<file path="config.mk">
export PLATFORM = sky130hd
export DESIGN_NAME = bfsa_ctrl
export DESIGN_NICKNAME = d
export VERILOG_FILES = /design/src/rtl/best_fit_segment_allocator_macros.svh /design/src/rtl/bfsa_pkg.sv /design/src/rtl/bfsa_ctrl.sv
export SDC_FILE = /design/constraint.sdc
export NUM_CORES = 1
export LEC_CHECK = 0
export BUFFER_PORTS_ARGS = -buffer_cell sky130_fd_sc_hd__buf_2
export CORE_AREA = 8 8 45 47
export DETAILED_ROUTE_END_ITERATION = 8
export DIE_AREA = 0 0 53 55
export GPL_TIMING_DRIVEN = 0
export HOLD_SLACK_MARGIN = 0.06
export SKIP_CTS_REPAIR_TIMING = 1
export SLEW_MARGIN = 0
export SYNTH_ARGS = -nofsm -noshare
export SYNTH_HDL_FRONTEND = slang
export SYNTH_SLANG_ARGS = --single-unit
</file>
<file path="constraint.sdc">
create_clock -name clk -period 2.1 [get_ports clk]
set_clock_uncertainty 0.05 [all_clocks]
set_input_delay 0.63 -clock clk [delete_from_list [all_inputs] [get_ports clk]]
set_output_delay 0.63 -clock clk [all_outputs]
set_load 0.1 [all_outputs]
</file>
<file path="src/rtl/best_fit_segment_allocator_macros.svh">
// Assertion helpers for best_fit_segment_allocator.sv.
`ifndef BEST_FIT_SEGMENT_ALLOCATOR_MACROS_SVH
`define BEST_FIT_SEGMENT_ALLOCATOR_MACROS_SVH

// Same-cycle implication, off during reset.
`define BFSA_ASSERT_IMP(label, clk, rst, ante, cons, msg) \
  label: assert property (@(posedge clk) disable iff (rst) (ante) |-> (cons)) \
    else $error(msg);

// Next-cycle implication, off during reset.
`define BFSA_ASSERT_NXT(label, clk, rst, ante, cons, msg) \
  label: assert property (@(posedge clk) disable iff (rst) (ante) |=> (cons)) \
    else $error(msg);

`endif

</file>
<file path="src/rtl/bfsa_pkg.sv">
package bfsa_pkg;

  localparam int POOL_GRANULES = 65536;
  localparam int MAX_SEGMENTS  = 64;
  localparam int GRANULE_BYTES = 32;
  localparam int HEADER_BYTES  = 4;

  localparam int BYTES_W       = 22;
  localparam int IDX_W         = 16;
  localparam int LEN_W         = 17;
  localparam int SEG_AW        = 6;
  localparam int CNT_W         = 7;
  localparam int GRANULE_SHIFT = 5;
  localparam int NEED_W        = BYTES_W + 1 - GRANULE_SHIFT;
  localparam int SEG_W         = IDX_W + LEN_W;

  localparam logic [LEN_W-1:0] POOL_LEN = LEN_W'(POOL_GRANULES);
  localparam logic [CNT_W-1:0] SEG_FULL = CNT_W'(MAX_SEGMENTS);

  localparam logic [1:0] ST_OK        = 2'd0;
  localparam logic [1:0] ST_NO_FIT    = 2'd1;
  localparam logic [1:0] ST_TABLE_FULL = 2'd2;
  localparam logic [1:0] ST_NOT_ALLOC = 2'd3;

  typedef enum logic [2:0] {
    S_CLEAR, S_IDLE, S_START, S_FWAIT, S_SCAN, S_SHIFT, S_COMMIT, S_FINISH
  } state_t;

  typedef enum logic [2:0] {
    CM_NONE, CM_NOFIT, CM_FULL, CM_NOTALLOC, CM_EXACT, CM_CUT, CM_EXTEND, CM_INSERT
  } commit_t;

  typedef enum logic [1:0] {
    SW_SCAN, SW_SHDN, SW_SHUP
  } sweep_t;

  typedef struct packed {
    logic    load;
    logic    scan_go;
    logic    shdn_go;
    logic    shup_go;
    logic    look;
    logic    flen_cap;
    commit_t commit;
    logic    res_load;
  } cmd_t;

  typedef struct packed {
    logic clear_done;
    logic is_free;
    logic count_zero;
    logic full;
    logic found;
    logic hit_last;
    logic have_best;
    logic flen_zero;
    logic sweep_idle;
  } stat_t;

endpackage

</file>
<file path="src/rtl/bfsa_ctrl.sv">
module bfsa_ctrl (
  input  logic            clk,
  input  logic            rst,
  input  logic            s_tvalid,
  output logic            s_tready,
  input  logic            m_tready,
  output logic            m_tvalid,
  output bfsa_pkg::cmd_t  cmd,
  input  bfsa_pkg::stat_t stat
);

  bfsa_pkg::state_t state, state_next;
  logic             m_tvalid_next;
  logic             out_free;

  assign out_free = !m_tvalid || m_tready;

  always_ff @(posedge clk) begin
    if (rst) begin
      state    <= bfsa_pkg::S_CLEAR;
      m_tvalid <= 1'b0;
    end else begin
      state    <= state_next;
      m_tvalid <= m_tvalid_next;
    end
  end

  always_comb begin
    state_next = state;
    unique case (state)
      bfsa_pkg::S_CLEAR:  if (stat.clear_done) state_next = bfsa_pkg::S_IDLE;
      bfsa_pkg::S_IDLE:   if (s_tvalid) state_next = bfsa_pkg::S_START;
      bfsa_pkg::S_START: begin
        if (stat.is_free) state_next = bfsa_pkg::S_FWAIT;
        else if (stat.count_zero) state_next = bfsa_pkg::S_COMMIT;
        else state_next = bfsa_pkg::S_SCAN;
      end
      bfsa_pkg::S_FWAIT: begin
        state_next = stat.count_zero ? bfsa_pkg::S_COMMIT : bfsa_pkg::S_SCAN;
      end
      bfsa_pkg::S_SCAN: begin
        if (stat.sweep_idle) begin
          if ((!stat.is_free && stat.found && !stat.hit_last) ||
              (stat.is_free && !stat.flen_zero && !stat.found && !stat.full)) begin
            state_next = bfsa_pkg::S_SHIFT;
          end else begin
            state_next = bfsa_pkg::S_COMMIT;
          end
        end
      end
      bfsa_pkg::S_SHIFT:  if (stat.sweep_idle) state_next = bfsa_pkg::S_COMMIT;
      bfsa_pkg::S_COMMIT: state_next = bfsa_pkg::S_FINISH;
      bfsa_pkg::S_FINISH: if (out_free) state_next = bfsa_pkg::S_IDLE;
      default:            state_next = bfsa_pkg::S_CLEAR;
    endcase
  end

  always_comb begin
    cmd           = '0;
    cmd.commit    = bfsa_pkg::CM_NONE;
    s_tready      = 1'b0;
    m_tvalid_next = m_tvalid && !m_tready;
    unique case (state)
      bfsa_pkg::S_IDLE: begin
        s_tready = 1'b1;
        cmd.load = s_tvalid;
      end
      bfsa_pkg::S_START: begin
        cmd.look    = stat.is_free;
        cmd.scan_go = !stat.is_free && !stat.count_zero;
      end
      bfsa_pkg::S_FWAIT: begin
        cmd.flen_cap = 1'b1;
        cmd.scan_go  = !stat.count_zero;
      end
      bfsa_pkg::S_SCAN: begin
        if (stat.sweep_idle) begin
          cmd.shdn_go = !stat.is_free && stat.found && !stat.hit_last;
          cmd.shup_go = stat.is_free && !stat.flen_zero && !stat.found && !stat.full;
        end
      end
      bfsa_pkg::S_COMMIT: begin
        if (!stat.is_free) begin
          if (stat.found) cmd.commit = bfsa_pkg::CM_EXACT;
          else if (stat.have_best) cmd.commit = bfsa_pkg::CM_CUT;
          else cmd.commit = bfsa_pkg::CM_NOFIT;
        end else begin
          if (stat.flen_zero) cmd.commit = bfsa_pkg::CM_NOTALLOC;
          else if (stat.found) cmd.commit = bfsa_pkg::CM_EXTEND;
          else if (stat.full) cmd.commit = bfsa_pkg::CM_FULL;
          else cmd.commit = bfsa_pkg::CM_INSERT;
        end
      end
      bfsa_pkg::S_FINISH: begin
        if (out_free) begin
          cmd.res_load  = 1'b1;
          m_tvalid_next = 1'b1;
        end
      end
      default: begin
      end
    endcase
  end

endmodule

</file>
==> flow_summary.ini <==
[yosys]
synth_nets = 65
synthTopCellsByArea = dfxtp_1, a21oi_1, nand2_1
synth_top_family_by_area = simple AND/OR/NAND/NOR gates
synth-compound-area-share_pct = 25.47
yosysSeqAreaShare_pct = 20.13
synth_mux_area_share_pct = 2.516
synth_xor_area_share_pct = 0
ys_types = 30
postSynthAreaPerCell_um2 = 7.652
async_flop_share_pct = 0
synthAdderAreaFrac_pct = 0
ys_warn_count = 0
synth-edff-count = 0
ys_top_cells_by_count = nand2_1, a21oi_1, dfxtp_1, nor2_1, nor2b_1
syn_inst = 52
ys_ff_latch = 4
synth_largest_area_cell = dfxtp_1
synthSimpleGateAreaFrac_pct = 46.86
synth_top_cell_area_share_pct = 20.13
syn_area_um2 = 397.9
synth_flop_cell = dfxtp_1
synth_most_common_cell = nand2_1

[critical_path]
r2r-start = state[0]
cp_max_fo = 3
rrSetupSlack_ns = 0.77
critPathCaptureType = output port
crit_required_ns = 1.42
cp-start-kind = input port
startpoint = stat[5]
worstSetupPathType = input port to output port
arrival_ns = 1.60

[clocking]
clk_path_buf_depth = 2
numCtsBuffers = 3
cts_sinks = 4
tritoncts = built
h-tree-depth = 1
root_buffer = clkbuf_4
clk_latency_ns = 0.24
cts.clk_slew.worst_paths_ns = 0.05

[sta]
final.min_clock_period_ns = 2.278
slew_headroom_pct = 67.40
finalHoldViolCount = 0
fmax_ghz = 0.4390
layout_setup_ws_ns = -0.1780
report.final.slew_viol_count = 0
setup_viol = 6
timing.final.crit_share_pct = 108.5
worstMarginPinSlew_ns = 0.4924
rsz0062_at_grt = yes

[die]
die_h_um = 55
coreArea_mm2 = 0.001384
rows = 14
pin_count = 25
start_util_pct = 28.75
dieArea_mm2 = 0.002915
chipWidth_um = 53

[final_layout]
finalInstanceArea_um2 = 787.0
finalCoreUtilization_pct = 56.87
nets = 96
n_antenna_cell = 0
drive_gt1_share_pct = 67.90
finalNonFillerCells = 97
syn_to_final_growth_pct = 97.80

[route]
avgRoutedWirePerCell_um = 14.51
drtIter0Drc = 13
drc = 0
dr.pass1.iters = 4
vias = 487
ant_nets = 0
wirelength_um = 1407
via_per_inst = 5.021

[min_path]
hold_class = register to register
min-delay-start = m_tvalid

[global_routing]
grt_pass1_wl_um = 1938
grt_overflow_total = 0
grt_max_degree = 11
grt_pass1_vias = 466
grt_usage_pct = 8.525
antenna_found_initial = 0

[power]
p_total_w = 0.0003095
power_density_mw_per_mm2 = 393.2
power.leakage_nw = 0.3204
ir_worst_vdd_v = 0.0002317

[status]
outcome = finished with violations
failed_checks = setup timing

[placement]
placed_cells = 92
place_area_um2 = 624.3
post-dp-hpwl_um = 960.9
numPortBuffers = 24
gp_congestion = 0.7161

[flow_run]
maxCapViolations = 0
routing by layer:
layer	wire length (µm)	track usage, %
met1	538	9.878
met2	739	13.48
met3	128	3.476
met4	0	3.879
met5	0	0
cells in the final DEF, fill, tap and decap left out, types with 2 or more instances in the layout:
cell,Yosys,routed
nor2_4,0,2
buf_6,0,7
a31oi_1,2,2
clkbuf_4,0,4
nand2_2,2,3
dfxtp_1,4,2
nand2b_1,2,2
nor3b_4,0,2
buf_12,0,4
nand2_1,5,4
o21ai_0,2,2
buf_2,1,11
buf_4,2,5
a21oi_1,4,4
final timing paths:
kind | endpoint | cells past startpoint
max | cmd[6] | 4
min | m_tvalid | 2
max reg2reg | state[0] | 5
min reg2reg | m_tvalid | 2
state kept, by name (all words and copies together) (netlist names):
name      cells
state         3
m_tvalid      1
logic make-up after synthesis:
logic type	after synthesis
muxes	1
and+or+nand+nor	30
AOI/OAI and AO/OA	14
DFF	4
buffers and inverters	3
power breakdown:
group / internal, W / switching [W] / total (W)
registers: 0.0000786 / 0.00000332 / 0.0000820
clock network: 0.0000642 / 0.0000359 / 0.000100
logic: 0.0000530 / 0.0000745 / 0.000127
total: 0.000196 / 0.000114 / 0.000309
critical path, stage by stage:
cell	delay, ns
buf_6	0.09
or4b_4	0.55
nor2_4	0.14
buf_12	0.18
stage by stage:
step                      worst slack, ns  hold slack (ns)  TNS (ns)
after floorplan                   -0.5069           0.4990    -1.776
after global placement            -0.4209           0.4715    -1.595
after detailed placement          -0.4191           0.4825    -1.625
after CTS                         -0.4221           0.4953    -2.059
after global routing              -0.1929           0.5419   -0.6058
final                             -0.1780           0.4955   -0.4322
final cells by class:
type	instances	area, µm²
Sequential cell	4	85.08
Fill cell	125	596.8
Buffer	3	33.78
Clock buffer	3	22.52
Multi-Input combinational cell	45	385.4
Timing Repair Buffer	26	240.2
Tap cell	16	20.02
Note: power is estimated with default switching activity, not from simulation.
